**src/hdl/b73enc_pkg.sv**
```systemverilog
// Package for the base-73 word-to-text encoder.
// Holds the radix, the divider step sizes, the state codes and the digit-to-character table.
// Depends on nothing.
package b73enc_pkg;

    localparam int WORD_W  = 63;
    localparam int WORK_W  = 64;
    localparam int CHUNK_W = 8;
    localparam int STEPS   = WORK_W / CHUNK_W;
    localparam int STEP_W  = $clog2(STEPS);
    localparam int RADIX   = 73;
    localparam int REM_W   = 7;
    localparam int CHAR_W  = 7;

    localparam logic [1:0] S_IDLE = 2'd0;
    localparam logic [1:0] S_DIV  = 2'd1;
    localparam logic [1:0] S_EMIT = 2'd2;

    typedef logic [1:0] t_state;

    localparam logic [8*RADIX-1:0] DIGIT_STR =
        "uMKJNPpA1Yh0)f6_x3WU<>SgQ4wbDizV5dc9t2XZ?(/7*s.FEHvLG8yRTkej-OlB+armnoqCI";

    // The first character of the string sits in the top byte.
    function automatic logic [CHAR_W-1:0] digit_char(input logic [REM_W-1:0] d);
        logic [9:0] pos;
        pos = 10'(8) * (10'(RADIX - 1) - 10'(d));
        return DIGIT_STR[pos +: CHAR_W];
    endfunction

endpackage

```
**src/hdl/base73_word_to_text_encoder.sv**
```systemverilog
// Top level of the base-73 word-to-text encoder: sequencer, shared divide-by-73 unit
// and output register. Depends on b73enc_pkg.
//
// Usage: the input channel takes one beat holding a 63-bit word and a pad flag. The
// block answers with one output beat per base-73 digit, least significant digit
// first, each carrying the 7-bit ASCII code of the digit's table character. The last
// beat of a word has last_char set; it also has overflow set when digits remained
// after MAX_DIGITS characters. A zero word without padding gives no beats at all.
// With padding exactly MAX_DIGITS beats are sent.
// One shared unit divides the 64-bit work register by 73, eight bits per cycle, in
// state S_DIV; state S_EMIT then loads the digit's character into the output
// register, waiting there while the receiver stalls. After acceptance the sequencer
// passes through S_DIV and then S_EMIT for each character of the word.
// For a word that yields characters, o_in_stall is high from the cycle after
// acceptance until its last character has been loaded into the output register.
// The next word may be taken while that last beat still waits.
// A stall from the receiver holds the output beat unchanged and pauses the sequencer
// before its next load; the following digit is already computed meanwhile.
// Reset clears the sequencer and the output valid; no beat is pending afterward.
module base73_word_to_text_encoder #(
    parameter int MAX_DIGITS = 10
) (
    input  logic                             i_clk,
    input  logic                             i_rst_n,
    input  logic                             i_in_valid,
    output logic                             o_in_stall,
    input  logic [b73enc_pkg::WORD_W-1:0]    i_word_value,
    input  logic                             i_pad_full,
    output logic                             o_out_valid,
    input  logic                             i_out_stall,
    output logic [b73enc_pkg::CHAR_W-1:0]    o_out_char,
    output logic                             o_last_char,
    output logic                             o_overflow
);

    localparam int CNT_W = $clog2(MAX_DIGITS + 1);

    b73enc_pkg::t_state                    r_state, n_state;
    logic [b73enc_pkg::STEP_W-1:0]         r_step, n_step;
    logic [CNT_W-1:0]                      r_cnt, n_cnt;
    logic                                  r_out_valid, n_out_valid;
    logic [b73enc_pkg::WORK_W-1:0]         r_work, n_work;
    logic [b73enc_pkg::REM_W-1:0]          r_rem, n_rem;
    logic                                  r_pad, n_pad;
    logic [b73enc_pkg::CHAR_W-1:0]         r_char, n_char;
    logic                                  r_last, n_last;
    logic                                  r_ovf, n_ovf;

    logic [b73enc_pkg::CHUNK_W-1:0]        div_chunk;
    logic [b73enc_pkg::CHUNK_W-1:0]        div_quot;
    logic [b73enc_pkg::REM_W-1:0]          div_rem;
    logic [b73enc_pkg::REM_W:0]            div_part;
    logic                                  q_zero;
    logic                                  is_last;
    logic                                  slot_free;
    logic                                  in_accept;

    assign o_in_stall  = (r_state != b73enc_pkg::S_IDLE);
    assign in_accept   = i_in_valid && !o_in_stall;
    assign o_out_valid = r_out_valid;
    assign o_out_char  = r_char;
    assign o_last_char = r_last;
    assign o_overflow  = r_ovf;

    // Restoring division of the running remainder and eight new dividend bits by 73.
    always_comb begin
        div_chunk = r_work[b73enc_pkg::WORK_W-1 -: b73enc_pkg::CHUNK_W];
        div_rem   = r_rem;
        div_quot  = '0;
        div_part  = '0;
        for (int i = b73enc_pkg::CHUNK_W - 1; i >= 0; i--) begin
            div_part = {div_rem, div_chunk[i]};
            if (div_part >= (b73enc_pkg::REM_W + 1)'(b73enc_pkg::RADIX)) begin
                div_part    = div_part - (b73enc_pkg::REM_W + 1)'(b73enc_pkg::RADIX);
                div_quot[i] = 1'b1;
            end
            div_rem = div_part[b73enc_pkg::REM_W-1:0];
        end
    end

    assign q_zero    = (r_work == '0);
    assign is_last   = (q_zero && !r_pad) || (r_cnt == CNT_W'(MAX_DIGITS - 1));
    assign slot_free = !r_out_valid || !i_out_stall;

    always_comb begin
        n_state     = r_state;
        n_step      = r_step;
        n_cnt       = r_cnt;
        n_out_valid = r_out_valid && i_out_stall;
        n_work      = r_work;
        n_rem       = r_rem;
        n_pad       = r_pad;
        n_char      = r_char;
        n_last      = r_last;
        n_ovf       = r_ovf;
        unique case (r_state)
            b73enc_pkg::S_IDLE: begin
                if (in_accept && ((i_word_value != '0) || i_pad_full)) begin
                    n_work  = {1'b0, i_word_value};
                    n_pad   = i_pad_full;
                    n_rem   = '0;
                    n_cnt   = '0;
                    n_step  = '0;
                    n_state = b73enc_pkg::S_DIV;
                end
            end
            b73enc_pkg::S_DIV: begin
                n_work = {r_work[b73enc_pkg::WORK_W-b73enc_pkg::CHUNK_W-1:0], div_quot};
                n_rem  = div_rem;
                n_step = r_step + 1'b1;
                if (r_step == b73enc_pkg::STEP_W'(b73enc_pkg::STEPS - 1)) begin
                    n_state = b73enc_pkg::S_EMIT;
                end
            end
            b73enc_pkg::S_EMIT: begin
                if (slot_free) begin
                    n_out_valid = 1'b1;
                    n_char      = b73enc_pkg::digit_char(r_rem);
                    n_last      = is_last;
                    n_ovf       = is_last && !q_zero;
                    n_rem       = '0;
                    n_step      = '0;
                    n_cnt       = r_cnt + 1'b1;
                    n_state     = is_last ? b73enc_pkg::S_IDLE : b73enc_pkg::S_DIV;
                end
            end
            default: begin
                n_state = b73enc_pkg::S_IDLE;
            end
        endcase
    end

    always_ff @(posedge i_clk) begin
        if (!i_rst_n) begin
            r_state     <= b73enc_pkg::S_IDLE;
            r_step      <= '0;
            r_cnt       <= '0;
            r_out_valid <= 1'b0;
        end else begin
            r_state     <= n_state;
            r_step      <= n_step;
            r_cnt       <= n_cnt;
            r_out_valid <= n_out_valid;
        end
    end

    always_ff @(posedge i_clk) begin
        r_work <= n_work;
        r_rem  <= n_rem;
        r_pad  <= n_pad;
        r_char <= n_char;
        r_last <= n_last;
        r_ovf  <= n_ovf;
    end

endmodule

```
**config.mk**
```make
export PLATFORM = sky130hd
export DESIGN_NAME = base73_word_to_text_encoder
export DESIGN_NICKNAME = d
export VERILOG_FILES = /design/src/hdl/b73enc_pkg.sv /design/src/hdl/base73_word_to_text_encoder.sv
export SDC_FILE = /design/constraint.sdc
export NUM_CORES = 1
export LEC_CHECK = 0
export ABC_AREA = 1
export BUFFER_PORTS_ARGS = -buffer_cell sky130_fd_sc_hd__buf_4
export CAP_MARGIN = 20
export CORE_MARGIN = 8
export CORE_UTILIZATION = 25
export DETAILED_ROUTE_END_ITERATION = 8
export REMOVE_ABC_BUFFERS = 1
export SYNTH_ARGS = -nofsm -noshare
export SYNTH_HDL_FRONTEND = slang
export SYNTH_SLANG_ARGS = --single-unit
```
**constraint.sdc**
```tcl
create_clock -name i_clk -period 15.3 [get_ports i_clk]
set_input_delay 3.825 -clock i_clk [delete_from_list [all_inputs] [get_ports i_clk]]
set_output_delay 3.825 -clock i_clk [all_outputs]
set_load 0.02 [all_outputs]
```
==> results.md, run 1 <==
* Outcome: complete, no violations
* Final slew viol count at 0
* Pre-antenna DRT Iters at 5
* Total track usage at 0.112
* Share of layout cells above drive strength 1 at 0.183
* Seq/Total Area, Yosys at 0.369
* Max-Cap Viols at 0
* Final setup TNS at 0 ns
* I/O pins at 79
* Final global-route overflow total at 0
* RSZ-0062 raised after global routing: false
* Max Root-Sink Buffers at 2
* H-tree depth at 3
* CP peak stage delay at 0.49 ns
* Post-Synth Adder-Cell Area at 0.0579
* Setup Viol. Count Final at 0
* # diodes at 0
* Util after Layout at 0.297
* Count of different cell masters after synthesis at 49
* DRT antenna net count at 0
* HP Start: r_step[2]
* Xor and xnor area share after synthesis at 0.0500
* FILL cells at 3103
* Post-CTS Resized at 0
* Setup Buffers After CTS at 0
* CTS tree: built
* P&R area growth vs syn at 18.1%
* Met2 Routed Length at 8.89 mm
* Slowest cell on crit path: edfxtp_1
* Wire per inst at 13.5 microns
* CTS clk-pin slew, worst paths at 0.07 ns
* Area of the multi-input gates at 3960 sq um
* DR iter-0 viols at 505
* Hold Slack at 0.475 ns
* Routed wire length at 18.9 mm
* Number of buffers created by CTS at 9
* Synth Cell Area at 7140 sq um
* Post-synth ARST share at 0
* Initial antenna violation count at 0
* Crit path DAT at 9.04 ns
* Dpl cell area at 8150 sq um
* Worst Hold Path Cells at 2
* Normalized max-slew margin at 0.418
* Met3 WL at 794 microns
* Hpwl dp at 14.6 mm
* WS Path Type: reg2reg
* Chip Height at 185 microns
* Worst slew pin tran at 0.865 ns
* Minimum clock period at 8.94 ns
* Syn Area/Cell at 7.52 sq um
* Number of clock sinks at 91
* Clk Latency, worst-skew pair at 0.34 ns
* Die ar. at 34200 sq um
* RR Startpoint: r_rem[0]
* CP Max Fanout at 14
* Core area at 28400 sq um
* # rows at 62
* DR vias/cell at 4.57
* Clk_skew at 0.0106 ns
* Setup crit start kind: register
* Clk root buf: clkbuf_16
* CP Capture Type: register
* Cell repeated most along the worst path: nand2_1
* Hold buffers post-CTS at 0
* Vias in the first global route at 6391
* Global-route wire length before repair at 31.2 mm
* Post-Synth Simple-Gate Area at 0.338
* Synth Warn # at 0
* Synth Area in Compound Gates at 0.108
* R2R depth at 57
* Most frequent cells in the layout: 282 x nand2_1, 96 x inv_1, 83 x buf_4, 81 x edfxtp_1, 58 x nand3_1
* Register area at 2630 sq um
* Detailed-route via count at 6422
* GP Congestion at 0.930
* Final #Nets at 1118
* CP Data Required Time at 15.39 ns
* Largest family of logic cells by synthesized area: simple AND/OR/NAND/NOR gates
* Most common cell after layout, fill and taps aside: nand2_1
* Gate Count Post-Synth at 949
* Fin crit share at 0.585
* Starting Density at 0.251
* #FFs+latches synth at 91
* Number of synthesized flops with an enable pin at 81
* Hold Violations, Final at 0
* Class of the worst hold path: reg2reg
* Largest net degree at the start of global routing at 84
* R2r setup slk at 6.36 ns
* Chip Width at 185 microns
* M1 WL at 9.02 mm
* IO buf count at 78
* Mux share of post-synthesis cell area at 0
* Max Clk Rate at 112 MHz
* Residual DRC at 0
* Post-layout instance area at 8420 sq um
* Reg2reg end: r_rem[1]
* Top FF cell, synth: edfxtp_1
* Max layer used: met4
* Worst Hold End: r_step[2]
-- kinds of logic after synthesis --
logic type	after synthesis
buffers and inverters	146
xor gates and xnor gates	36
adders and majority gates	33
AOI/OAI and AO/OA	128
DFF	91
and+or+nand+nor	515
-- critical path: cells and delay by family (launching register included) --
kind / cells / cell delay, ns
simple gates: 39 / 3.94
fa+ha+maj: 8 / 2.01
xor+xnor: 5 / 1.36
buf+inv: 4 / 0.67
flops: 1 / 0.49
compound gates: 1 / 0.16
-- Yosys cell counts, types with 2 or more instances --
cell	number	share of area
a211oi_1	3	0.0032
a21oi_1	31	0.022
a21oi_2	2	0.0025
a31oi_1	7	0.0061
buf_1	2	0.0011
buf_2	3	0.0021
clkbuf_1	21	0.011
clkinv_1	2	0.0011
dfxtp_1	10	0.028
edfxtp_1	81	0.34
ha_1	33	0.058
inv_1	97	0.051
inv_2	20	0.011
nand2_1	283	0.15
nand2_2	27	0.024
nand2_4	7	0.011
nand3_1	58	0.041
nand3_2	5	0.0070
nand3_4	4	0.0098
nand4_1	17	0.015
nor2_1	56	0.029
nor2_2	7	0.0061
nor2_4	2	0.0032
nor3_1	12	0.0084
nor4_1	31	0.027
o211ai_1	6	0.0063
o21ai_0	56	0.039
o21ai_1	4	0.0028
o21ai_4	3	0.0068
o221ai_1	3	0.0037
o311ai_0	6	0.0074
xnor2_1	4	0.0049
xor2_1	28	0.034
xor2_2	3	0.0068
-- per-stage QoR --
stage,instances,setup slack (ns)
floorplan,923,7.46
global placement,1390,6.91
detailed placement,1390,6.36
CTS,1406,6.35
global route,1406,5.38
finish,1406,6.36
-- how the worst max path moves through the flow --
stage / from / end / slack, ns
floorplan: r_rem[0] / r_rem[5] / 7.46
detailed placement: r_rem[0] / r_rem[1] / 6.36
CTS: r_rem[0] / r_rem[1] / 6.35
finish: r_rem[0] / r_rem[1] / 6.36
global placement: r_rem[0] / r_rem[1] / 6.91
global route: r_rem[0] / r_rem[1] / 5.38
-- flip-flops by register name, summed over array words and instances, names as in the netlist --
| name | count |
|---|---|
| r_step | 3 |
| r_pad | 1 |
| o_out_valid | 1 |
| o_overflow | 1 |
| r_state | 2 |
| r_cnt | 4 |
| o_out_char | 7 |
| r_rem | 7 |
| r_work | 64 |
| o_last_char | 1 |
-- final cells by class --
class | instances | share of cell area
clock buffer | 9 | 0.0267
sequential | 91 | 0.312
multi-input combinational | 712 | 0.470
tap | 384 | 0.0570
clock inverter | 7 | 0.00609
inverter | 120 | 0.0538
timing repair buffer | 83 | 0.0740
-- routing by layer --
metal | global-route usage | vias up
met2 | 0.185 | 167
met5 | 0 | -
li1 | - | 3311
met1 | 0.147 | 2925
met3 | 0.0218 | 19
met4 | 0.0285 | 0
Power of run 1 is left out: the tool's default activity adds up to more than one toggle a clock period on the data nets, which glitch-free logic cannot reach.
==> run 2: changes to the inputs <==
Clock period 15.3 ns to 7.75 ns, I/O delays scaled along.
==> run 2 against run 1 <==
Net effect:
- die area did not move
- sequential share of layout area fell by 1.8 points
- core utilization rose by 1.8 points
- setup slack got worse by 5.9 ns
- first-iteration DRC count rose by 29%
- sequential cell count did not move
==> results.md, run 2 (synthesis results as in run 1) <==
* Outcome: complete, no violations
* Final #Nets at 1154
* Minimum clock period at 7.30 ns
* Residual DRC at 0
* Dpl cell area at 8280 sq um
* Worst slew pin tran at 0.866 ns
* Normalized max-slew margin at 0.417
* Reg2reg end: r_rem[2]
* Class of the worst hold path: reg2reg
* HP Start: r_step[0]
* Max reg flops at 64
* Cell repeated most along the worst path: nand2_2
* Max Clk Rate at 137 MHz
* RR Startpoint: r_work[63]
* Fin crit share at 0.942
* Clk root buf: clkbuf_16
* I/O pins at 79
* # rows at 62
* Final slew viol count at 0
* Post-layout instance area at 8950 sq um
* Hold Violations, Final at 0
* Global-route wire length before repair at 31.3 mm
* Starting Density at 0.251
* Most common cell after layout, fill and taps aside: nand2_1
* Detailed-route via count at 6743
* Setup Viol. Count Final at 0
* P&R area growth vs syn at 25.4%
* CP Capture Type: register
* Clk_skew at 0.00928 ns
* Most frequent cells in the layout: 273 x nand2_1, 118 x buf_4, 91 x inv_1, 81 x edfxtp_1, 56 x o21ai_0
* Crit path DAT at 7.36 ns
* Die ar. at 34200 sq um
* Core area at 28400 sq um
* Total track usage at 0.111
* Worst Hold Path Cells at 1
* Largest net degree at the start of global routing at 84
* Hold Slack at 0.475 ns
* Chip Height at 185 microns
* CP Max Fanout at 7
* Chip Width at 185 microns
* Number of buffers created by CTS at 9
* CTS tree: built
* Pre-antenna DRT Iters at 5
* Hold buffers post-CTS at 0
* Wire per inst at 13.6 microns
* Hpwl dp at 14.7 mm
* DR iter-0 viols at 652
* Share of layout cells above drive strength 1 at 0.247
* IO buf count at 78
* R2R depth at 57
* GP Congestion at 0.927
* Biggest register: r_work
* CP peak stage delay at 0.42 ns
* CTS clk-pin slew, worst paths at 0.06 ns
* DR vias/cell at 4.68
* Final global-route overflow total at 0
* Slowest cell on crit path: edfxtp_1
* Setup crit start kind: register
* DRT antenna net count at 0
* Initial antenna violation count at 0
* # diodes at 0
* H-tree depth at 3
* Worst Hold End: r_step[0]
* Vias in the first global route at 6490
* Max Root-Sink Buffers at 2
* Clk Latency, worst-skew pair at 0.34 ns
* Max-Cap Viols at 0
* WS Path Type: reg2reg
* CP Data Required Time at 7.81 ns
* R2r setup slk at 0.45 ns
* Routed wire length at 19.6 mm
* Number of clock sinks at 91
-- run 2: cell types whose count changed in the layout (fill, tap and decap cells not counted), sizes merged --
| cell | previous run | this run |
|---|---|---|
| nand3 | 67 | 68 |
| clkinvlp | 1 | 2 |
| clkinv | 6 | 1 |
| buf | 83 | 118 |
| bufinv | 0 | 1 |
| inv | 120 | 122 |
-- run 2: final cells by class --
type                            instances  area, sq um
Clock buffer                            9          225
Clock inverter                          6         73.8
Fill cell                            3051        19400
Inverter                              120          453
Multi-Input combinational cell        713         4200
Sequential cell                        91         2630
Tap cell                              384          480
Timing Repair Buffer                  118          886
-- run 2: stage by stage --
step | utilization | setup WS, ns | std cells | setup TNS, ns
after global routing | 0.315 | -0.0683 | 1441 | -0.380
after detailed placement | 0.292 | -0.194 | 1408 | -1.34
after CTS | 0.305 | 0.00760 | 1424 | 0
after floorplan | - | -0.0855 | 923 | -0.501
final | 0.315 | 0.450 | 1441 | 0
after global placement | 0.292 | 0.267 | 1408 | 0
-- run 2: what timing repair did --
item,4_1_cts,5_1_grt
setup buffers,0,17
endpoints found under the setup margin,8,8
pin swaps,1,19
hold endpoints to repair,0,0
cloned,1,0
resized for setup,9,43
-- run 2: how the worst max path moves through the flow --
stage / start / end / depth (start not counted)
finish: r_work[63] / r_rem[2] / 57
global route: r_work[63] / r_rem[0] / 58
CTS: r_work[63] / r_rem[1] / 58
detailed placement: r_work[63] / r_rem[1] / 58
global placement: r_work[63] / r_rem[1] / 58
floorplan: r_rem[0] / r_rem[5] / 57
-- run 2: worst max-delay path: cells and delay by family (launching register included) --
family,cells,cell delay (ns)
AO/OA/AOI/OAI,1,0.06
XOR/XNOR,5,0.89
adder cells (fa/ha/maj),8,1.49
buffers and inverters,5,0.43
flip-flops,1,0.42
AND/OR/NAND/NOR,38,3.74
-- run 2: metal layers --
metal / share of wire / global-route usage / vias to the layer above
met5: 0 / 0 / -
met3: 0.049 / 0.0196 / 35
met2: 0.47 / 0.181 / 217
li1: - / - / 3376
met1: 0.46 / 0.147 / 3115
met4: 0.023 / 0.0365 / 0
Power of run 2 is left out for the same reason.
